<file path="src/rtl/core/fjtoc_pkg.sv">
`default_nettype none

package fjtoc_pkg;

  localparam int WORD_W  = 32;
  localparam int TD_W    = 5;
  localparam int DAG_W   = WORD_W - TD_W;
  localparam int LCA_W   = 6;
  localparam int ERR_W   = 2;
  localparam int QDEPTH  = 2;
  localparam logic [WORD_W-1:0] DEPTH_STEP = WORD_W'(33);

  // Request codes as they arrive on in_req_type; REQ_NONE marks unused codes
  typedef enum logic [2:0] {
    REQ_FORK = 3'd0,
    REQ_JOIN = 3'd1,
    REQ_SET  = 3'd2,
    REQ_ORD  = 3'd3,
    REQ_LCA  = 3'd4,
    REQ_NONE = 3'd5
  } op_t;

  typedef enum logic [ERR_W-1:0] {
    ERR_OK         = 2'd0,
    ERR_FORK_DEPTH = 2'd1,
    ERR_JOIN_DEPTH = 2'd2
  } err_t;

  typedef enum logic {
    BK_IDLE,
    BK_FINISH
  } bk_state_t;

  // Classified request as queued between front and back
  typedef struct packed {
    op_t               op;
    logic [WORD_W-1:0] path_a;
    logic [WORD_W-1:0] depth_a;
    logic [WORD_W-1:0] npath_a;
    logic [WORD_W-1:0] npath_b;
    logic [TD_W-1:0]   tdepth_b;
    logic              join_bad;
    logic [TD_W-1:0]   join_td;
    logic [DAG_W-1:0]  join_dd;
  } qitem_t;

  typedef struct packed {
    logic [WORD_W-1:0] left_path;
    logic [WORD_W-1:0] left_depth;
    logic [WORD_W-1:0] right_path;
    logic [WORD_W-1:0] right_depth;
    logic              is_ordered;
    logic [LCA_W-1:0]  lca_heap_depth;
    err_t              error_code;
  } res_t;

  // Keep path bits 0 .. tree depth
  function automatic logic [WORD_W-1:0] npath(input logic [WORD_W-1:0] p,
                                              input logic [WORD_W-1:0] d);
    logic [WORD_W-1:0] mask;
    mask = ~(({WORD_W{1'b1}} << d[TD_W-1:0]) << 1);
    return p & mask;
  endfunction

  // Lowest differing bit inside the shared prefix, else the bit just above it
  function automatic logic [WORD_W-1:0] lca_bit(input logic [WORD_W-1:0] p1,
                                                input logic [TD_W-1:0]   t1,
                                                input logic [WORD_W-1:0] p2,
                                                input logic [TD_W-1:0]   t2);
    logic [WORD_W-1:0] sm;
    logic [WORD_W-1:0] x;
    sm = ~({WORD_W{1'b1}} << t1) & ~({WORD_W{1'b1}} << t2);
    x  = ((p1 ^ p2) & sm) | (sm + WORD_W'(1));
    return x & (~x + WORD_W'(1));
  endfunction

  function automatic logic [TD_W-1:0] onehot_index(input logic [WORD_W-1:0] v);
    logic [TD_W-1:0] idx;
    idx = '0;
    for (int i = 0; i < WORD_W; i++) begin
      if (v[i]) idx = idx | TD_W'(i);
    end
    return idx;
  endfunction

endpackage

`default_nettype wire

</file>
<file path="src/rtl/core/fjtoc_front.sv">
`default_nettype none

module fjtoc_front (
  input  wire logic                          in_valid,
  output logic                               in_ready,
  input  wire logic [2:0]                    in_req_type,
  input  wire logic [fjtoc_pkg::WORD_W-1:0]  in_path_a,
  input  wire logic [fjtoc_pkg::WORD_W-1:0]  in_depth_a,
  input  wire logic [fjtoc_pkg::WORD_W-1:0]  in_path_b,
  input  wire logic [fjtoc_pkg::WORD_W-1:0]  in_depth_b,
  output logic                               push_valid,
  input  wire logic                          push_ready,
  output fjtoc_pkg::qitem_t                  push_item
);

  logic [fjtoc_pkg::TD_W-1:0]  td_a;
  logic [fjtoc_pkg::TD_W-1:0]  td_b;
  logic [fjtoc_pkg::DAG_W-1:0] dag_a;
  logic [fjtoc_pkg::DAG_W-1:0] dag_b;

  assign in_ready   = push_ready;
  assign push_valid = in_valid;

  assign td_a  = in_depth_a[fjtoc_pkg::TD_W-1:0];
  assign td_b  = in_depth_b[fjtoc_pkg::TD_W-1:0];
  assign dag_a = in_depth_a[fjtoc_pkg::WORD_W-1:fjtoc_pkg::TD_W];
  assign dag_b = in_depth_b[fjtoc_pkg::WORD_W-1:fjtoc_pkg::TD_W];

  always_comb begin
    case (in_req_type)
      fjtoc_pkg::REQ_FORK: push_item.op = fjtoc_pkg::REQ_FORK;
      fjtoc_pkg::REQ_JOIN: push_item.op = fjtoc_pkg::REQ_JOIN;
      fjtoc_pkg::REQ_SET:  push_item.op = fjtoc_pkg::REQ_SET;
      fjtoc_pkg::REQ_ORD:  push_item.op = fjtoc_pkg::REQ_ORD;
      fjtoc_pkg::REQ_LCA:  push_item.op = fjtoc_pkg::REQ_LCA;
      default:             push_item.op = fjtoc_pkg::REQ_NONE;
    endcase
    push_item.path_a   = in_path_a;
    push_item.depth_a  = in_depth_a;
    push_item.npath_a  = fjtoc_pkg::npath(in_path_a, in_depth_a);
    push_item.npath_b  = fjtoc_pkg::npath(in_path_b, in_depth_b);
    push_item.tdepth_b = td_b;
    // Join merges siblings: same nonzero tree depth, one level up
    push_item.join_bad = (td_a != td_b) || (td_a == '0);
    push_item.join_td  = td_a - fjtoc_pkg::TD_W'(1);
    push_item.join_dd  = ((dag_a > dag_b) ? dag_a : dag_b) + fjtoc_pkg::DAG_W'(1);
  end

endmodule

`default_nettype wire

</file>
<file path="src/rtl/core/fjtoc_queue.sv">
`default_nettype none

module fjtoc_queue (
  input  wire logic               clk,
  input  wire logic               rst_n,
  input  wire logic               push_valid,
  output logic                    push_ready,
  input  wire fjtoc_pkg::qitem_t  push_item,
  output logic                    pop_valid,
  input  wire logic               pop_ready,
  output fjtoc_pkg::qitem_t       pop_item
);

  localparam int PW = (fjtoc_pkg::QDEPTH > 1) ? $clog2(fjtoc_pkg::QDEPTH) : 1;
  localparam int CW = $clog2(fjtoc_pkg::QDEPTH + 1);

  fjtoc_pkg::qitem_t ent_r [fjtoc_pkg::QDEPTH];
  logic [PW-1:0]     wr_ptr_r;
  logic [PW-1:0]     rd_ptr_r;
  logic [CW-1:0]     cnt_r;
  logic              do_push;
  logic              do_pop;

  assign push_ready = (cnt_r != CW'(fjtoc_pkg::QDEPTH));
  assign pop_valid  = (cnt_r != '0);
  assign pop_item   = ent_r[rd_ptr_r];
  assign do_push    = push_valid && push_ready;
  assign do_pop     = pop_valid && pop_ready;

  always_ff @(posedge clk) begin
    if (!rst_n) begin
      wr_ptr_r <= '0;
      rd_ptr_r <= '0;
      cnt_r    <= '0;
    end else begin
      if (do_push) begin
        wr_ptr_r <= (wr_ptr_r == PW'(fjtoc_pkg::QDEPTH - 1)) ? '0 : wr_ptr_r + PW'(1);
      end
      if (do_pop) begin
        rd_ptr_r <= (rd_ptr_r == PW'(fjtoc_pkg::QDEPTH - 1)) ? '0 : rd_ptr_r + PW'(1);
      end
      if (do_push && !do_pop) cnt_r <= cnt_r + CW'(1);
      else if (!do_push && do_pop) cnt_r <= cnt_r - CW'(1);
    end
  end

  always_ff @(posedge clk) begin
    if (do_push) ent_r[wr_ptr_r] <= push_item;
  end

endmodule

`default_nettype wire

</file>
<file path="src/rtl/core/fjtoc_back.sv">
`default_nettype none

module fjtoc_back #(
  parameter int LEVELS         = 32,
  parameter int MAX_TREE_DEPTH = 31
) (
  input  wire logic                          clk,
  input  wire logic                          rst_n,
  input  wire logic                          q_valid,
  output logic                               q_ready,
  input  wire fjtoc_pkg::qitem_t             q_item,
  output logic                               out_valid,
  input  wire logic                          out_ready,
  output fjtoc_pkg::res_t                    out_res
);

  localparam int IW = $clog2(LEVELS);

  typedef struct packed {
    logic                          is_lca;
    logic                          eq;
    logic                          on_path;
    logic [fjtoc_pkg::WORD_W-1:0]  lb;
    logic [fjtoc_pkg::DAG_W-1:0]   dag;
    logic [fjtoc_pkg::TD_W-1:0]    tda;
  } s1_t;

  fjtoc_pkg::bk_state_t          state_r, state_nxt;
  logic                          out_valid_r, out_valid_nxt;
  fjtoc_pkg::res_t               res_r, res_nxt;
  s1_t                           s1_r, s1_nxt;
  logic [fjtoc_pkg::WORD_W-1:0]  cur_path_r, cur_path_nxt;
  logic [fjtoc_pkg::WORD_W-1:0]  cur_depth_r, cur_depth_nxt;
  logic [fjtoc_pkg::DAG_W-1:0]   tbl_r [LEVELS];
  logic [LEVELS-1:0]             tbl_vld_r;

  logic                          tbl_we;
  logic [fjtoc_pkg::TD_W-1:0]    tbl_idx;
  logic [fjtoc_pkg::DAG_W-1:0]   tbl_wdata;
  logic                          out_free;
  logic [fjtoc_pkg::TD_W-1:0]    h;
  logic [fjtoc_pkg::WORD_W-1:0]  p1;
  logic [fjtoc_pkg::WORD_W-1:0]  p2;
  logic [fjtoc_pkg::TD_W-1:0]    t2;
  logic [fjtoc_pkg::WORD_W-1:0]  lb;
  logic [fjtoc_pkg::TD_W-1:0]    llen;
  logic [fjtoc_pkg::DAG_W-1:0]   tbl_rd;

  assign out_valid = out_valid_r;
  assign out_res   = res_r;
  assign out_free  = !out_valid_r || out_ready;
  assign h         = cur_depth_r[fjtoc_pkg::TD_W-1:0];

  // Stage one of ordered and lca: locate the lowest differing prefix bit
  assign p1 = q_item.npath_a;
  assign p2 = (q_item.op == fjtoc_pkg::REQ_ORD) ? fjtoc_pkg::npath(cur_path_r, cur_depth_r)
                                                : q_item.npath_b;
  assign t2 = (q_item.op == fjtoc_pkg::REQ_ORD) ? h : q_item.tdepth_b;
  assign lb = fjtoc_pkg::lca_bit(p1, q_item.depth_a[fjtoc_pkg::TD_W-1:0], p2, t2);

  // Stage two: encode the bit and read the sync-depth table at that level
  assign llen   = fjtoc_pkg::onehot_index(s1_r.lb);
  assign tbl_rd = (32'(llen) < LEVELS && tbl_vld_r[llen[IW-1:0]]) ? tbl_r[llen[IW-1:0]] : '0;

  always_comb begin
    state_nxt     = state_r;
    out_valid_nxt = out_valid_r;
    res_nxt       = res_r;
    s1_nxt        = s1_r;
    cur_path_nxt  = cur_path_r;
    cur_depth_nxt = cur_depth_r;
    tbl_we        = 1'b0;
    tbl_idx       = q_item.join_td;
    tbl_wdata     = q_item.join_dd;
    q_ready       = (state_r == fjtoc_pkg::BK_IDLE) && out_free;

    if (out_valid_r && out_ready) out_valid_nxt = 1'b0;

    case (state_r)
      fjtoc_pkg::BK_IDLE: begin
        if (q_valid && q_ready) begin
          res_nxt            = '0;
          res_nxt.error_code = fjtoc_pkg::ERR_OK;
          case (q_item.op)
            fjtoc_pkg::REQ_FORK: begin
              out_valid_nxt = 1'b1;
              if (32'(h) >= MAX_TREE_DEPTH) begin
                res_nxt.error_code = fjtoc_pkg::ERR_FORK_DEPTH;
              end else begin
                res_nxt.left_path   = (cur_path_r & ~(fjtoc_pkg::WORD_W'(1) << h)) |
                                      (fjtoc_pkg::WORD_W'(1) << (h + fjtoc_pkg::TD_W'(1)));
                res_nxt.right_path  = cur_path_r | (fjtoc_pkg::WORD_W'(1) << h) |
                                      (fjtoc_pkg::WORD_W'(1) << (h + fjtoc_pkg::TD_W'(1)));
                res_nxt.left_depth  = cur_depth_r + fjtoc_pkg::DEPTH_STEP;
                res_nxt.right_depth = cur_depth_r + fjtoc_pkg::DEPTH_STEP;
              end
            end
            fjtoc_pkg::REQ_JOIN: begin
              out_valid_nxt = 1'b1;
              if (q_item.join_bad) begin
                res_nxt.error_code = fjtoc_pkg::ERR_JOIN_DEPTH;
              end else begin
                cur_path_nxt  = q_item.path_a | (fjtoc_pkg::WORD_W'(1) << q_item.join_td);
                cur_depth_nxt = {q_item.join_dd, q_item.join_td};
                tbl_we        = 1'b1;
              end
            end
            fjtoc_pkg::REQ_SET: begin
              out_valid_nxt = 1'b1;
              cur_path_nxt  = q_item.path_a;
              cur_depth_nxt = q_item.depth_a;
              tbl_we        = 1'b1;
              tbl_idx       = q_item.depth_a[fjtoc_pkg::TD_W-1:0];
              tbl_wdata     = q_item.depth_a[fjtoc_pkg::WORD_W-1:fjtoc_pkg::TD_W];
            end
            fjtoc_pkg::REQ_ORD, fjtoc_pkg::REQ_LCA: begin
              s1_nxt.is_lca  = (q_item.op == fjtoc_pkg::REQ_LCA);
              s1_nxt.eq      = (p1 == p2);
              s1_nxt.on_path = (p1 == ((p1 & (lb - fjtoc_pkg::WORD_W'(1))) | lb));
              s1_nxt.lb      = lb;
              s1_nxt.dag     = q_item.depth_a[fjtoc_pkg::WORD_W-1:fjtoc_pkg::TD_W];
              s1_nxt.tda     = q_item.depth_a[fjtoc_pkg::TD_W-1:0];
              state_nxt      = fjtoc_pkg::BK_FINISH;
            end
            default: begin
              out_valid_nxt = 1'b1;
            end
          endcase
        end
      end
      fjtoc_pkg::BK_FINISH: begin
        if (out_free) begin
          res_nxt            = '0;
          res_nxt.error_code = fjtoc_pkg::ERR_OK;
          if (s1_r.is_lca) begin
            res_nxt.lca_heap_depth = s1_r.eq ?
              ({1'b0, s1_r.tda} + fjtoc_pkg::LCA_W'(1)) :
              ({1'b0, llen} + fjtoc_pkg::LCA_W'(1));
          end else begin
            res_nxt.is_ordered = s1_r.eq || s1_r.on_path || (s1_r.dag <= tbl_rd);
          end
          out_valid_nxt = 1'b1;
          state_nxt     = fjtoc_pkg::BK_IDLE;
        end
      end
      default: begin
        state_nxt = fjtoc_pkg::BK_IDLE;
      end
    endcase
  end

  always_ff @(posedge clk) begin
    if (!rst_n) begin
      state_r     <= fjtoc_pkg::BK_IDLE;
      out_valid_r <= 1'b0;
      cur_path_r  <= fjtoc_pkg::WORD_W'(1);
      cur_depth_r <= '0;
      tbl_vld_r   <= '0;
    end else begin
      state_r     <= state_nxt;
      out_valid_r <= out_valid_nxt;
      cur_path_r  <= cur_path_nxt;
      cur_depth_r <= cur_depth_nxt;
      if (tbl_we && 32'(tbl_idx) < LEVELS) tbl_vld_r[tbl_idx[IW-1:0]] <= 1'b1;
    end
  end

  always_ff @(posedge clk) begin
    res_r <= res_nxt;
    s1_r  <= s1_nxt;
    if (tbl_we && 32'(tbl_idx) < LEVELS) tbl_r[tbl_idx[IW-1:0]] <= tbl_wdata;
  end

endmodule

`default_nettype wire

</file>
<file path="src/rtl/core/fork_join_task_order_checker_top.sv">
// Fork-join task order checker.
// Tracks the task identifier (path word, depth word) of one thread plus a
// per-level table of synchronization dag depths, and answers one request at
// a time: fork, join, set, ordered check and lca heap depth.
// Channels: in_* carries a request under in_valid/in_ready, out_* carries
// exactly one result per request under out_valid/out_ready, in order.
// The front decodes each request and precomputes everything that does not
// depend on the thread state (join depths, normalized paths), then pushes it
// into a two-entry queue; the back executes it against the state and holds
// the result in an output register.
// Path: fork, join, set and unused codes pass the queue and the output
// register; ordered and lca also pass a prefix-bit stage and a table-read
// stage in the back, which takes no new request until their answer is out.
// Throughput: one request per cycle for fork/join/set while out_ready stays
// high; the back unit sets it.
// Reset: identifier returns to path 1, depth 0, and the sync-depth table
// reads zero at once (per-level valid bits), so requests are taken the cycle
// after reset releases.
// Receiver stall: the output register holds its result; the queue still
// takes up to two more requests before in_ready drops.
`default_nettype none

module fork_join_task_order_checker_top #(
  parameter int LEVELS         = 32,
  parameter int MAX_TREE_DEPTH = 31
) (
  input  wire logic         clk,
  input  wire logic         rst_n,
  input  wire logic         in_valid,
  output logic              in_ready,
  input  wire logic [2:0]   in_req_type,
  input  wire logic [31:0]  in_path_a,
  input  wire logic [31:0]  in_depth_a,
  input  wire logic [31:0]  in_path_b,
  input  wire logic [31:0]  in_depth_b,
  output logic              out_valid,
  input  wire logic         out_ready,
  output logic [31:0]       out_left_path,
  output logic [31:0]       out_left_depth,
  output logic [31:0]       out_right_path,
  output logic [31:0]       out_right_depth,
  output logic              out_is_ordered,
  output logic [5:0]        out_lca_heap_depth,
  output logic [1:0]        out_error_code
);

  logic              push_valid;
  logic              push_ready;
  fjtoc_pkg::qitem_t push_item;
  logic              pop_valid;
  logic              pop_ready;
  fjtoc_pkg::qitem_t pop_item;
  fjtoc_pkg::res_t   res;

  // Decode and classify
  fjtoc_front u_front (
    .in_valid    (in_valid),
    .in_ready    (in_ready),
    .in_req_type (in_req_type),
    .in_path_a   (in_path_a),
    .in_depth_a  (in_depth_a),
    .in_path_b   (in_path_b),
    .in_depth_b  (in_depth_b),
    .push_valid  (push_valid),
    .push_ready  (push_ready),
    .push_item   (push_item)
  );

  // Decouple front from back
  fjtoc_queue u_queue (
    .clk        (clk),
    .rst_n      (rst_n),
    .push_valid (push_valid),
    .push_ready (push_ready),
    .push_item  (push_item),
    .pop_valid  (pop_valid),
    .pop_ready  (pop_ready),
    .pop_item   (pop_item)
  );

  // Execute against thread state and the sync-depth table
  fjtoc_back #(
    .LEVELS         (LEVELS),
    .MAX_TREE_DEPTH (MAX_TREE_DEPTH)
  ) u_back (
    .clk       (clk),
    .rst_n     (rst_n),
    .q_valid   (pop_valid),
    .q_ready   (pop_ready),
    .q_item    (pop_item),
    .out_valid (out_valid),
    .out_ready (out_ready),
    .out_res   (res)
  );

  assign out_left_path      = res.left_path;
  assign out_left_depth     = res.left_depth;
  assign out_right_path     = res.right_path;
  assign out_right_depth    = res.right_depth;
  assign out_is_ordered     = res.is_ordered;
  assign out_lca_heap_depth = res.lca_heap_depth;
  assign out_error_code     = res.error_code;

endmodule

`default_nettype wire

</file>
<file path="config.mk">
export PLATFORM = sky130hd
export DESIGN_NAME = fork_join_task_order_checker_top
export DESIGN_NICKNAME = d
export VERILOG_FILES = /design/src/rtl/core/fjtoc_pkg.sv /design/src/rtl/core/fjtoc_front.sv /design/src/rtl/core/fjtoc_queue.sv /design/src/rtl/core/fjtoc_back.sv /design/src/rtl/core/fork_join_task_order_checker_top.sv
export SDC_FILE = /design/constraint.sdc
export NUM_CORES = 2
export LEC_CHECK = 0
export BUFFER_PORTS_ARGS = -buffer_cell sky130_fd_sc_hd__buf_2
export CAP_MARGIN = 20
export CORE_MARGIN = 8
export CORE_UTILIZATION = 25
export DETAILED_ROUTE_END_ITERATION = 7
export PLACE_DENSITY = 0.46
export SYNTH_ARGS = -nofsm -noshare
export SYNTH_HDL_FRONTEND = slang
export SYNTH_SLANG_ARGS = --single-unit
</file>
<file path="constraint.sdc">
create_clock -name clk -period 8.2 [get_ports clk]
set_input_delay 0 -clock clk [delete_from_list [all_inputs] [get_ports clk]]
set_output_delay 0 -clock clk [all_outputs]
set_load 0.01 [all_outputs]
</file>
==> impl_metrics.env <==
export IMPL_status="completed"
export IMPL_synthToLayoutAreaGrowth_pct=20.2
export IMPL_max_slew_worst_pin_slew_ns=1.19
export IMPL_ys_ff_latch=1474
export IMPL_std_cell_rows=189
export IMPL_synth_area_um2=66200
export IMPL_die_h_um=531
export IMPL_final_area_um2=79600
export IMPL_gp_congestion=0.954
export IMPL_worstSetupPathType="reg2reg"
export IMPL_syn_nets=5553
export IMPL_arrival_ns=6.93
export IMPL_critPathRequiredTime_ns=8.83
export IMPL_grt_pass1_wl_um=352000
export IMPL_synth_cell_types=96
export IMPL_stdcell_count=9450
export IMPL_postPlaceCellArea_um2=72000
export IMPL_fillCellCount=26900
export IMPL_layout_drive_gt1_share_pct=13.9
export IMPL_ios=274
export IMPL_p_per_area_nw_per_um2=231
export IMPL_max_cap_violations=0
export IMPL_period_minus_slack_ns=6.31
export IMPL_dp_cells=8916
export IMPL_clk_pin_slew_worst_paths_ns=0.06
export IMPL_insertion_delay_ns=0.86
export IMPL_fin_tns_setup_ns=0
export IMPL_io_buffers=273
export IMPL_rsz0062_at_grt="no"
export IMPL_min_path_cells=2
export IMPL_clk_path_buf_depth=3
export IMPL_synthArstFlopShare_pct=0
export IMPL_drt_wl_total_um=252000
export IMPL_cts_buffers=164
export IMPL_core_area_um2=264000
export IMPL_cts_setup_buffers=0
export IMPL_yosys_top_cells_area="edfxtp_1 62%, nand2_1 5.4%, mux2i_1 4.0%"
export IMPL_hold_path_class="in2reg"
export IMPL_dp_hpwl_um=167000
export IMPL_min_period_over_period_pct=76.9
export IMPL_synth_top_area_share_pct=62.2
export IMPL_die_x_um=531
export IMPL_pre_cts_ws_ns=2.04
export IMPL_min_from="in_depth_a[27]"
export IMPL_cts_tree="built"
export IMPL_dieArea_um2=282000
export IMPL_initial_core_util_pct=25.1
export IMPL_ys_top_cells_by_count="1,371 x edfxtp_1, 952 x nand2_1, 266 x mux2i_1"
export IMPL_ant_nets=0
export IMPL_vdd_drop_max_mv=0.172
export IMPL_grt_usage_pct=17.2
export IMPL_yosysMostFrequentCell="edfxtp_1"
export IMPL_drv_slew=0
export IMPL_first_pass_iters=6
export IMPL_drc_errors=0
export IMPL_ff2ff_path_depth=17
export IMPL_worstPathMaxFanout=81
export IMPL_skew_ns=0.0831
export IMPL_syn_area_per_cell_um2=12.4
export IMPL_vias_per_cell=4.97
export IMPL_grt_overflow_total=0
export IMPL_cp_start_kind="flip-flop"
export IMPL_grt_pass1_vias=45600
export IMPL_wl_per_cell_um=26.6
export IMPL_synth_edf_count=1371
export IMPL_fin_ws_ns=1.89
export IMPL_worst_setup_path_end_kind="flip-flop"
export IMPL_synth_seq_area_share_pct=65.3
export IMPL_power_w=0.0184
export IMPL_slew_headroom_pct=18.6
export IMPL_synth_cells=5347
export IMPL_leakage_nw=28.2
export IMPL_yosys_area_top_type="edfxtp_1"
export IMPL_fmax_mhz=159
export IMPL_cts_sink_count=1474
export IMPL_finalNetCount=5980
export IMPL_synthFlopType="edfxtp_1"
export IMPL_num_vias=47000
export IMPL_detail_route_iter0_violations=4054
export IMPL_yosys_warnings=0
export IMPL_setup_viol=0
export IMPL_root_buffer="clkbuf_16"
export IMPL_antenna_found_initial=18
export IMPL_cts_htree_levels=4
export IMPL_grt_max_degree=144
export IMPL_hold_viol_final=0
## flip-flops by register name, indices dropped and copies added, names as in the netlist, named ones only
name                cells
u_back.out_valid        1
u_back.out_res        105
u_back.cur_path_r      32
u_queue.ent_r         336
u_back.s1_r            66
u_back.tbl_vld_r       32
u_queue.rd_ptr_r        1
u_queue.wr_ptr_r        1
u_back.cur_depth_r     32
u_back.tbl_r          864
u_queue.cnt_r           2
u_back.state_r          1
## per-stage QoR
stage	util, %	hold slack (ns)
after floorplan	-	0.0989
after global placement	27.2	0.195
after detailed placement	27.3	0.200
after CTS	30.1	0.000246
after global routing	30.1	0.0356
final	30.1	0.0281
## report_power, final
| part | internal (W) | total [W] | switching, W |
|---|---|---|---|
| Combinational | 0.000663 | 0.00232 | 0.00166 |
| Sequential | 0.00869 | 0.00880 | 0.000112 |
| Clock | 0.00407 | 0.00726 | 0.00319 |
| Total | 0.0134 | 0.0184 | 0.00496 |
## critical path, cell delays in order (launching register included)
cell	delay, ns
dfxtp_4	0.90
nand4bb_1	0.23
buf_4	0.36
a21o_1	0.28
nand2_1	0.08
a21oi_1	0.38
ha_1	0.29
inv_1	0.15
a221oi_4	0.42
o211ai_1	0.34
nor4_1	0.65
mux2_2	0.47
or3_1	0.43
nor3b_1	0.29
o21ai_0	0.15
o21bai_1	0.16
o2111ai_1	0.18
nor4_2	0.29
## repair_timing
item	4_1_cts	5_1_grt
resized for setup	0	0
endpoints found under the hold margin	429	0
endpoints found under the setup margin	0	0
hold buffers	221	0
## final timing paths
check	slack, ns	to
hold reg to reg	0.46	u_back.tbl_vld_r[10]$_SDFFE_PN0P_
hold / removal	0.03	u_queue.ent_r[1][129]$_DFFE_PP_
setup / recovery	1.89	u_back.s1_r[64]$_DFFE_PP_
setup reg to reg	1.89	u_back.s1_r[64]$_DFFE_PP_
## cell usage in the layout (no fill, tap or decap), types with 117 or more instances in the layout
cell type,instances
a211oi_1,238
a21oi_1,151
a31oi_1,141
and3_1,251
buf_2,273
buf_4,117
clkbuf_16,165
dlygate4sd3_1,221
edfxtp_1,1371
mux2i_1,265
nand2_1,952
nor2_1,195
nor3_1,119
o21ai_0,138
## metal layers
metal | global-route usage (%) | vias to the layer above | part of all wire, %
met2 | 28.6 | 1622 | 47
met1 | 23.0 | 23900 | 44
li1 | - | 21000 | -
met4 | 6.30 | 4 | 3.9
met3 | 2.29 | 369 | 5.1
met5 | 0 | - | 0.010
## cell type report
class                      instances  area (um^2)  area share (%)
sequential                      1474        43200            54.3
multi-input combinational       3431        21600            27.1
timing repair buffer             628         4760            5.98
tap                             3533         4420            5.55
clock buffer                     193         4250            5.34
clock inverter                   107         1050            1.32
inverter                          75          282           0.354
antenna                            9         22.5          0.0283
## kinds of logic (layout without fill, tap and decap cells)
kind of cell    after synthesis  count (layout)  synth area share [%]
mux                         326             326                  5.05
fa+ha+maj                    71              71                  1.34
buf+inv                     442            1003                  2.91
compound gates             1057            1057                  11.0
other cells                   0               9                     0
flops                      1474            1474                  65.3
xor+xnor                     89              89                  1.18
simple gates               1888            1888                  13.3
(Power assumes the default switching activity.)
